**src/rtl/core/time_series_gap_filler_macros.svh**
```systemverilog
// Assertion helpers shared by the gap filler RTL
`ifndef TIME_SERIES_GAP_FILLER_MACROS_SVH
`define TIME_SERIES_GAP_FILLER_MACROS_SVH

// same-cycle implication, clocked on aclk, off while in reset
`define TSGF_ASSERT_IMP(label, ante, cons, msg) \
    label: assert property (@(posedge aclk) disable iff (!aresetn) (ante) |-> (cons)) \
        else $error(msg);

// next-cycle implication
`define TSGF_ASSERT_NXT(label, ante, cons, msg) \
    label: assert property (@(posedge aclk) disable iff (!aresetn) (ante) |=> (cons)) \
        else $error(msg);

`endif

```
**src/rtl/core/tsgf_pkg.sv**
```systemverilog
package tsgf_pkg;

    localparam int TIME_W    = 40;
    localparam int VAL_W     = 32;
    localparam int DIFF_W    = 50;   // signed grid offsets, covers 64 periods
    localparam int MAG_W     = 32;   // |sample_value - previous_value|
    localparam int PMUL_W    = MAG_W + TIME_W;
    localparam int PROD_W    = 78;   // |dv| * 63 periods
    localparam int QSAT_BITS = 33;
    localparam int Q_W       = QSAT_BITS + 1;
    localparam int SUM_W     = 36;
    localparam int MAX_FILL  = 63;
    localparam int CNT_W     = 6;
    localparam int CFG_IDX_W = 2;

    localparam logic [1:0] FILL_ORIG    = 2'd0;
    localparam logic [1:0] FILL_INTERP  = 2'd1;
    localparam logic [1:0] FILL_MISSING = 2'd2;

    localparam logic [1:0] STAT_OK      = 2'd0;
    localparam logic [1:0] STAT_UNEVEN  = 2'd1;
    localparam logic [1:0] STAT_LIMIT   = 2'd2;

    localparam logic [CFG_IDX_W-1:0] CFG_PERIOD    = 2'd0;
    localparam logic [CFG_IDX_W-1:0] CFG_TOLERANCE = 2'd1;
    localparam logic [CFG_IDX_W-1:0] CFG_INTERP    = 2'd2;

    localparam logic [TIME_W-1:0] PERIOD_RST    = 40'd86400;
    localparam logic [TIME_W-1:0] TOLERANCE_RST = 40'd8640;

    typedef enum logic [3:0] {
        ST_IDLE,
        ST_CHECK,
        ST_GAP,
        ST_COUNT,
        ST_MUL,
        ST_SAT,
        ST_DIV,
        ST_FILL_OUT,
        ST_LAST
    } tsgf_state_t;

    typedef struct packed {
        logic [TIME_W-1:0]       sample_time;
        logic signed [VAL_W-1:0] sample_value;
        logic                    restart;
    } tsgf_in_t;

    typedef struct packed {
        logic [TIME_W-1:0]       out_time;
        logic signed [VAL_W-1:0] out_value;
        logic [1:0]              fill_kind;
        logic [1:0]              status;
        logic                    last;
    } tsgf_out_t;

endpackage

```
**src/rtl/core/time_series_gap_filler.sv**
```systemverilog
// Time series gap filler. Samples come in on s_*, results leave on m_*, one sample
// at a time (s_ready is high only while the block is idle, but a finished result may
// still wait in the output register). A first sample or a restart passes straight
// through to the output. Otherwise a sample is checked against the grid; when a gap
// is found, the run of fills is counted, and in interpolate mode a serial shift-add
// multiply follows, then for each fill the restoring divider (one quotient bit a
// cycle) runs, unless the quotient saturates, before the result is emitted. Without
// interpolation or for a zero span, multiply and divide are skipped. The fill value
// is previous_value + (dv * elapsed) / span, truncated toward zero and saturated.
`include "time_series_gap_filler_macros.svh"

module time_series_gap_filler
    import tsgf_pkg::*;
(
    input  logic                 aclk,
    input  logic                 aresetn,
    input  logic                 s_valid,
    output logic                 s_ready,
    input  tsgf_in_t             s_data,
    output logic                 m_valid,
    input  logic                 m_ready,
    output tsgf_out_t            m_data,
    input  logic                 cfg_wr_en,
    input  logic [CFG_IDX_W-1:0] cfg_index,
    input  logic [TIME_W-1:0]    cfg_wr_data
);

    tsgf_state_t state_reg, state_next;

    logic [TIME_W-1:0]        period_reg, tol_reg;
    logic                     interp_reg;

    logic [TIME_W-1:0]        t_reg, t_next;
    logic signed [VAL_W-1:0]  v_reg, v_next;
    logic [TIME_W-1:0]        pt_reg, pt_next;
    logic signed [VAL_W-1:0]  pv_reg, pv_next;
    logic                     have_prev_reg, have_prev_next;

    logic signed [DIFF_W-1:0] d_reg, d_next;
    logic [CNT_W-1:0]         fill_total_reg, fill_total_next;
    logic [CNT_W-1:0]         fill_idx_reg, fill_idx_next;
    logic [1:0]               status_reg, status_next;
    logic [TIME_W-1:0]        gtime_reg, gtime_next;
    logic [TIME_W-1:0]        span_mag_reg, span_mag_next;
    logic                     span_zero_reg, span_zero_next;
    logic                     neg_reg, neg_next;
    logic [MAG_W-1:0]         mplier_reg, mplier_next;
    logic [PMUL_W-1:0]        pmul_reg, pmul_next;
    logic [PROD_W-1:0]        prod_reg, prod_next;
    logic [TIME_W-1:0]        rem_reg, rem_next;
    logic [QSAT_BITS-1:0]     div_lo_reg, div_lo_next;
    logic [Q_W-1:0]           q_reg, q_next;
    logic [CNT_W-1:0]         step_reg, step_next;

    logic                     m_valid_reg, m_valid_next;
    tsgf_out_t                m_data_reg, m_data_next;

    logic                     slot_free, out_load;
    logic signed [DIFF_W-1:0] tol_s, dn, span_s, d_acc;
    logic signed [VAL_W:0]    dv;
    logic [PMUL_W-1:0]        pmul_step;
    logic [TIME_W:0]          trial;
    logic signed [SUM_W-1:0]  fill_sum;
    logic signed [VAL_W-1:0]  fill_val;
    logic                     use_div;

    assign s_ready   = (state_reg == ST_IDLE);
    assign m_valid   = m_valid_reg;
    assign m_data    = m_data_reg;
    assign slot_free = !m_valid_reg || m_ready;
    assign tol_s     = $signed({{(DIFF_W-TIME_W){1'b0}}, tol_reg});
    assign use_div   = interp_reg && !span_zero_reg;

    // configuration registers
    always_ff @(posedge aclk) begin
        if (!aresetn) begin
            period_reg <= PERIOD_RST;
            tol_reg    <= TOLERANCE_RST;
            interp_reg <= 1'b1;
        end else if (cfg_wr_en) begin
            case (cfg_index)
                CFG_PERIOD:    period_reg <= cfg_wr_data;
                CFG_TOLERANCE: tol_reg    <= cfg_wr_data;
                CFG_INTERP:    interp_reg <= cfg_wr_data[0];
                default:       ;
            endcase
        end
    end

    always_ff @(posedge aclk) begin
        if (!aresetn) begin
            state_reg     <= ST_IDLE;
            have_prev_reg <= 1'b0;
            pt_reg        <= '0;
            pv_reg        <= '0;
            m_valid_reg   <= 1'b0;
        end else begin
            state_reg     <= state_next;
            have_prev_reg <= have_prev_next;
            pt_reg        <= pt_next;
            pv_reg        <= pv_next;
            m_valid_reg   <= m_valid_next;
        end
    end

    always_ff @(posedge aclk) begin
        t_reg          <= t_next;
        v_reg          <= v_next;
        d_reg          <= d_next;
        fill_total_reg <= fill_total_next;
        fill_idx_reg   <= fill_idx_next;
        status_reg     <= status_next;
        gtime_reg      <= gtime_next;
        span_mag_reg   <= span_mag_next;
        span_zero_reg  <= span_zero_next;
        neg_reg        <= neg_next;
        mplier_reg     <= mplier_next;
        pmul_reg       <= pmul_next;
        prod_reg       <= prod_next;
        rem_reg        <= rem_next;
        div_lo_reg     <= div_lo_next;
        q_reg          <= q_next;
        step_reg       <= step_next;
        m_data_reg     <= m_data_next;
    end

    // shared datapath terms
    always_comb begin
        dn        = d_reg - $signed({{(DIFF_W-TIME_W){1'b0}}, period_reg});
        span_s    = $signed({{(DIFF_W-TIME_W){1'b0}}, t_reg})
                  - $signed({{(DIFF_W-TIME_W){1'b0}}, pt_reg});
        d_acc     = span_s - $signed({{(DIFF_W-TIME_W){1'b0}}, period_reg});
        dv        = $signed({v_reg[VAL_W-1], v_reg}) - $signed({pv_reg[VAL_W-1], pv_reg});
        pmul_step = {pmul_reg[PMUL_W-2:0], 1'b0}
                  + (mplier_reg[MAG_W-1] ? {{MAG_W{1'b0}}, period_reg} : '0);
        trial     = {rem_reg, div_lo_reg[QSAT_BITS-1]} - {1'b0, span_mag_reg};
        fill_sum  = neg_reg
                  ? $signed({{(SUM_W-VAL_W){pv_reg[VAL_W-1]}}, pv_reg})
                    - $signed({{(SUM_W-Q_W){1'b0}}, q_reg})
                  : $signed({{(SUM_W-VAL_W){pv_reg[VAL_W-1]}}, pv_reg})
                    + $signed({{(SUM_W-Q_W){1'b0}}, q_reg});
        if (fill_sum > $signed(SUM_W'({1'b0, {(VAL_W-1){1'b1}}}))) begin
            fill_val = {1'b0, {(VAL_W-1){1'b1}}};
        end else if (fill_sum < -$signed(SUM_W'({1'b1, {(VAL_W-1){1'b0}}}))) begin
            fill_val = {1'b1, {(VAL_W-1){1'b0}}};
        end else begin
            fill_val = fill_sum[VAL_W-1:0];
        end
    end

    // sequencer
    always_comb begin
        state_next      = state_reg;
        t_next          = t_reg;
        v_next          = v_reg;
        pt_next         = pt_reg;
        pv_next         = pv_reg;
        have_prev_next  = have_prev_reg;
        d_next          = d_reg;
        fill_total_next = fill_total_reg;
        fill_idx_next   = fill_idx_reg;
        status_next     = status_reg;
        gtime_next      = gtime_reg;
        span_mag_next   = span_mag_reg;
        span_zero_next  = span_zero_reg;
        neg_next        = neg_reg;
        mplier_next     = mplier_reg;
        pmul_next       = pmul_reg;
        prod_next       = prod_reg;
        rem_next        = rem_reg;
        div_lo_next     = div_lo_reg;
        q_next          = q_reg;
        step_next       = step_reg;
        out_load        = 1'b0;
        m_data_next     = m_data_reg;

        case (state_reg)
            ST_IDLE: begin
                if (s_valid) begin
                    t_next      = s_data.sample_time;
                    v_next      = s_data.sample_value;
                    status_next = STAT_OK;
                    if (s_data.restart || !have_prev_reg) begin
                        state_next = ST_LAST;
                    end else begin
                        state_next = ST_CHECK;
                    end
                end
            end
            ST_CHECK: begin
                d_next         = d_acc;
                span_zero_next = (span_s == '0);
                span_mag_next  = span_s[DIFF_W-1] ? TIME_W'(-span_s) : span_s[TIME_W-1:0];
                neg_next       = dv[VAL_W] ^ span_s[DIFF_W-1];
                mplier_next    = dv[VAL_W] ? MAG_W'(-dv) : dv[MAG_W-1:0];
                gtime_next     = pt_reg + period_reg;
                fill_total_next = '0;
                fill_idx_next   = '0;
                state_next      = ST_GAP;
            end
            ST_GAP: begin
                if (d_reg > tol_s || -d_reg > tol_s) begin
                    state_next = ST_COUNT;
                end else begin
                    state_next = ST_LAST;
                end
            end
            ST_COUNT: begin
                // one fill per cycle until the offset is not above tol or at MAX_FILL
                d_next          = dn;
                fill_total_next = fill_total_reg + 1'b1;
                if (!(dn > tol_s && fill_total_next < CNT_W'(MAX_FILL))) begin
                    if (dn > tol_s) begin
                        status_next = STAT_LIMIT;
                    end else if (-dn > tol_s) begin
                        status_next = STAT_UNEVEN;
                    end else begin
                        status_next = STAT_OK;
                    end
                    pmul_next = '0;
                    step_next = '0;
                    state_next = use_div ? ST_MUL : ST_FILL_OUT;
                end
            end
            ST_MUL: begin
                // |dv| * period, MSB first
                pmul_next   = pmul_step;
                mplier_next = {mplier_reg[MAG_W-2:0], 1'b0};
                step_next   = step_reg + 1'b1;
                if (step_reg == CNT_W'(MAG_W - 1)) begin
                    prod_next  = {{(PROD_W-PMUL_W){1'b0}}, pmul_step};
                    state_next = ST_SAT;
                end
            end
            ST_SAT: begin
                if (prod_reg >= {{(PROD_W-TIME_W-QSAT_BITS){1'b0}}, span_mag_reg,
                                 {QSAT_BITS{1'b0}}}) begin
                    q_next     = {1'b1, {QSAT_BITS{1'b0}}};
                    state_next = ST_FILL_OUT;
                end else begin
                    rem_next    = prod_reg[QSAT_BITS+TIME_W-1:QSAT_BITS];
                    div_lo_next = prod_reg[QSAT_BITS-1:0];
                    q_next      = '0;
                    step_next   = '0;
                    state_next  = ST_DIV;
                end
            end
            ST_DIV: begin
                if (!trial[TIME_W]) begin
                    rem_next = trial[TIME_W-1:0];
                end else begin
                    rem_next = {rem_reg[TIME_W-2:0], div_lo_reg[QSAT_BITS-1]};
                end
                q_next      = {q_reg[Q_W-2:0], !trial[TIME_W]};
                div_lo_next = {div_lo_reg[QSAT_BITS-2:0], 1'b0};
                step_next   = step_reg + 1'b1;
                if (step_reg == CNT_W'(QSAT_BITS - 1)) begin
                    state_next = ST_FILL_OUT;
                end
            end
            ST_FILL_OUT: begin
                if (slot_free) begin
                    out_load             = 1'b1;
                    m_data_next.out_time = gtime_reg;
                    m_data_next.status   = status_reg;
                    m_data_next.last     = 1'b0;
                    if (!interp_reg) begin
                        m_data_next.out_value = '0;
                        m_data_next.fill_kind = FILL_MISSING;
                    end else begin
                        m_data_next.out_value = span_zero_reg ? pv_reg : fill_val;
                        m_data_next.fill_kind = FILL_INTERP;
                    end
                    fill_idx_next = fill_idx_reg + 1'b1;
                    gtime_next    = gtime_reg + period_reg;
                    prod_next     = prod_reg + {{(PROD_W-PMUL_W){1'b0}}, pmul_reg};
                    if (fill_idx_next == fill_total_reg) begin
                        state_next = ST_LAST;
                    end else if (use_div) begin
                        state_next = ST_SAT;
                    end
                end
            end
            ST_LAST: begin
                if (slot_free) begin
                    out_load              = 1'b1;
                    m_data_next.out_time  = t_reg;
                    m_data_next.out_value = v_reg;
                    m_data_next.fill_kind = FILL_ORIG;
                    m_data_next.status    = status_reg;
                    m_data_next.last      = 1'b1;
                    pt_next               = t_reg;
                    pv_next               = v_reg;
                    have_prev_next        = 1'b1;
                    state_next            = ST_IDLE;
                end
            end
            default: begin
                state_next = ST_IDLE;
            end
        endcase

        if (out_load) begin
            m_valid_next = 1'b1;
        end else if (m_ready) begin
            m_valid_next = 1'b0;
        end else begin
            m_valid_next = m_valid_reg;
        end
    end

    `TSGF_ASSERT_IMP(a_div_rem_below_span, state_reg == ST_DIV, rem_reg < span_mag_reg, "divider remainder not below span")
    `TSGF_ASSERT_IMP(a_fill_idx_in_run, state_reg == ST_FILL_OUT, fill_idx_reg < fill_total_reg, "fill index past run length")
    `TSGF_ASSERT_IMP(a_fill_total_limit, state_reg == ST_FILL_OUT, fill_total_reg <= CNT_W'(MAX_FILL), "fill run above limit")
    `TSGF_ASSERT_IMP(a_orig_is_last, m_valid_reg && m_data_reg.fill_kind == FILL_ORIG, m_data_reg.last, "original sample not marked last")
    `TSGF_ASSERT_NXT(a_last_frees_input, out_load && m_data_next.last, state_reg == ST_IDLE, "block not idle after final transfer")

endmodule
```
**config.mk**
```make
export PLATFORM = sky130hd
export DESIGN_NAME = time_series_gap_filler
export DESIGN_NICKNAME = d
export VERILOG_FILES = /design/src/rtl/core/tsgf_pkg.sv /design/src/rtl/core/time_series_gap_filler.sv
export VERILOG_INCLUDE_DIRS = /design/src /design/src/rtl/core
export SDC_FILE = /design/constraint.sdc
export NUM_CORES = 2
export LEC_CHECK = 0
export BUFFER_PORTS_ARGS = -buffer_cell sky130_fd_sc_hd__buf_4
export CORE_MARGIN = 5
export CORE_UTILIZATION = 37
export CTS_CLUSTER_DIAMETER = 120
export CTS_CLUSTER_SIZE = 8
export DETAILED_ROUTE_END_ITERATION = 8
export MAX_ROUTING_LAYER = met4
export PLACE_DENSITY = 0.62
export SLEW_MARGIN = 10
export SYNTH_ARGS = -nofsm -noshare
export SYNTH_HDL_FRONTEND = slang
export SYNTH_SLANG_ARGS = --single-unit
```
**constraint.sdc**
```tcl
create_clock -name aclk -period 8.68 [get_ports aclk]
set_clock_uncertainty 0.15 [all_clocks]
set_input_delay 1.302 -clock aclk [delete_from_list [all_inputs] [get_ports aclk]]
set_output_delay 1.302 -clock aclk [all_outputs]
set_load 0.01 [all_outputs]
```
==> run summary <==
#FFs+latches synth = 749
Final weighted congestion of routability-driven global placement = 0.971
Post-synth EDFFs = 590
Fraction of layout cells with a size suffix above 1 = 0.0666
CP Capture Type = register
Post-cts resize count = 0
Hold_buf cts = 0
Hold endpoint = m_data[1]
YS warnings = 0
Data arrival time of the worst path = 7.89 ns
Rows = 146
MaxCap Viol Count = 0
Critical Path Start Type = register
Fmax = 132 MHz
CTS sink count = 749
FF-to-FF path depth = 26
FFs w/ async S/R, synth = 0
Critical Path RT = 9.00 ns
Final worst-path cycle share = 0.873
Max FFs per register = 78
Critical Setup Path Class = reg -> reg
Setup TNS Final = 0 ns
Reg2Reg Setup Slack = 1.10 ns
Total CTS buffers = 103
DP Wirelength = 154,000 um
H-tree levels = 3
Status = finished, final reports clean
Core ar. = 158,000 um2
RSZ-0062 raised after global routing = false
Post-CTS Setup Repair Bufs = 0
Syn nets = 7,457
Avg Cell Area, Syn = 8.70 um2
# setup viols final = 0
Antenna violations before repair = 7
Least-Margin Pin Slew = 1.19 ns
Port buffer count = 198
Initial core utilization = 0.371
Hold Crit Class = reg -> reg
Final Net Count = 7,572
Ys flop type = edfxtp_1
Post-synth design cell area = 58,700 um2
Pwr Total = 22.1 mW
First-pass GRT wire length = 296,000 um
GRT Total Usage = 0.234
Critical path peak fanout = 8
Longest Clk Path Bufs = 3
Pin count of the biggest net entering global routing = 100
Leakage power total = 26.1 nW
Cells after Synth = 6,743
Area post-placement = 62,400 um2
Final Non-Filler Cells = 9,023
Hold depth = 0
Seq/Total Area, Yosys = 0.356
Reg2reg start = d_reg[4]
P&R area growth vs syn = 11.6%
Clock transition at path regs = 0.06 ns
Vias in the first global route = 48,874
Via count = 51,374
Congestion Overflow GR = 0
Via density = 5.69
Drt total wl = 198,000 um
Drt first pass iters = 5
Power per cell area = 338 nW/um2
Clk_lat worst skew = 0.75 ns
Placed cells = 8,825
FF-to-FF End = status_reg[0]
Cell variety after synth = 95
Final Instance Area = 65,500 um2
Number of routed nets with antenna violations = 0
Wire per inst = 22.0 um
Final Max Tran Viols = 0
Die width = 408 um
FILL cells = 15,616
Worst hold slack = 0.309 ns
Clock tree from TritonCTS = done
Ports = 199
Final Hold Fails = 0
Hold Startpoint = status_reg[0]
Die Y = 408 um
DR DRC count = 0
Initial DRC count = 4,715
Clock Tree Root = clkbuf_16
DIE AREA = 167,000 um2
Tmin final = 7.58 ns
Slew headroom = 0.204
VDD IR max = 0.212 mV
[worst max-delay path by stage]
stage / slack, ns / to / startpoint / depth (start not counted)
floorplan: 1.96 / pmul_reg[0] / d_reg[5] / 22
global placement: 1.07 / status_reg[0] / period_reg[1] / 29
detailed placement: 1.11 / status_reg[0] / period_reg[1] / 29
CTS: 1.08 / status_reg[0] / period_reg[1] / 29
global route: 0.54 / status_reg[0] / period_reg[1] / 29
finish: 1.10 / status_reg[0] / d_reg[4] / 26
[per-layer routing]
metal / global-route usage / vias to the layer above / routed length (um) / part of all wire
met2: 0.354 / 1866 / 86000 / 0.43
met3: 0.0350 / 252 / 16000 / 0.081
met4: 0.0689 / 0 / 5930 / 0.030
met1: 0.325 / 24643 / 90100 / 0.45
met5: - / - / 0 / 0
li1: - / 24613 / - / -
[area by class of cell]
| cell class | count | area (um2) | share of cell area |
|---|---|---|---|
| Multi-Input combinational cell | 5404 | 35700 | 0.546 |
| Sequential cell | 749 | 20900 | 0.319 |
| Clock buffer | 188 | 2910 | 0.0444 |
| Tap cell | 2072 | 2590 | 0.0396 |
| Timing Repair Buffer | 252 | 1900 | 0.0291 |
| Inverter | 348 | 1310 | 0.0200 |
| Clock inverter | 7 | 141 | 0.00216 |
| Antenna cell | 3 | 7.51 | 0.000115 |
[cells by family after synthesis]
kind of cell / after synthesis / share of synthesized area
fa+ha+maj: 594 / 0.128
flops: 749 / 0.356
xor+xnor: 554 / 0.0827
simple gates: 2334 / 0.187
buf+inv: 590 / 0.0380
mux: 25 / 0.00446
compound gates: 1897 / 0.204
[cell usage in the layout (no fill, tap or decap), drive strengths merged, types with 17 or more instances in the layout]
| cell type | instances |
|---|---|
| a211oi | 40 |
| nor4 | 50 |
| clkbuf | 188 |
| o21a | 64 |
| nor2 | 497 |
| edfxtp | 590 |
| and4 | 17 |
| a21boi | 160 |
| a21oi | 559 |
| buf | 252 |
| xnor2 | 342 |
| o21ai | 426 |
| and3 | 92 |
| a21o | 284 |
| and2 | 83 |
| or4 | 26 |
| nand2 | 970 |
| ha | 585 |
| or2 | 24 |
| nand2b | 74 |
| o211ai | 39 |
| o31ai | 38 |
| nand4 | 100 |
| or3 | 33 |
| nand3 | 120 |
| dfxtp | 159 |
| a31oi | 57 |
| nor3 | 111 |
| inv | 349 |
| nor2b | 71 |
| xor2 | 212 |
| a221oi | 19 |
| o21bai | 56 |
[synthesized netlist by cell type, drive strengths merged (159+ instances only)]
cell type / n / area, um2
a21boi: 160 / 1200
a21o: 284 / 2130
a21oi: 559 / 2800
clkbuf: 219 / 822
dfxtp: 159 / 3180
edfxtp: 590 / 17700
ha: 585 / 7320
inv: 347 / 1300
nand2: 970 / 3640
nor2: 497 / 1870
o21ai: 426 / 2130
xnor2: 342 / 3000
xor2: 212 / 1860
[per-stage QoR]
step                      utilization  setup WS (ns)
after detailed placement        0.395           1.11
after global routing            0.414          0.535
after floorplan                     -           1.96
after CTS                       0.414           1.08
final                           0.414           1.10
after global placement          0.395           1.07
[critical path, stage by stage (launching register included)]
cell,delay [ns]
edfxtp_1,0.53
ha_1,0.42
a21oi_1,0.35
xnor2_1,0.13
or4_1,0.42
a21oi_1,0.24
o21a_1,0.23
nand3_1,0.11
or4_1,0.57
or2_2,0.37
or3_1,0.37
or4_1,0.43
xor2_1,0.16
ha_1,0.32
a21o_1,0.16
a21o_1,0.18
a21o_1,0.18
a21o_1,0.17
a21o_1,0.17
a21oi_1,0.21
o21a_1,0.17
o21ai_0,0.07
a21o_1,0.19
a21oi_1,0.13
a31oi_1,0.08
or4_1,0.52
o2111a_1,0.27
[report_power, final]
group	switching [mW]	internal (mW)	leakage [nW]
Clock	1.72	2.25	1.44
Combinational	7.71	4.65	17.8
Sequential	0.716	5.05	6.84
Total	10.1	12.0	26.1
(Power assumes the default switching activity.)
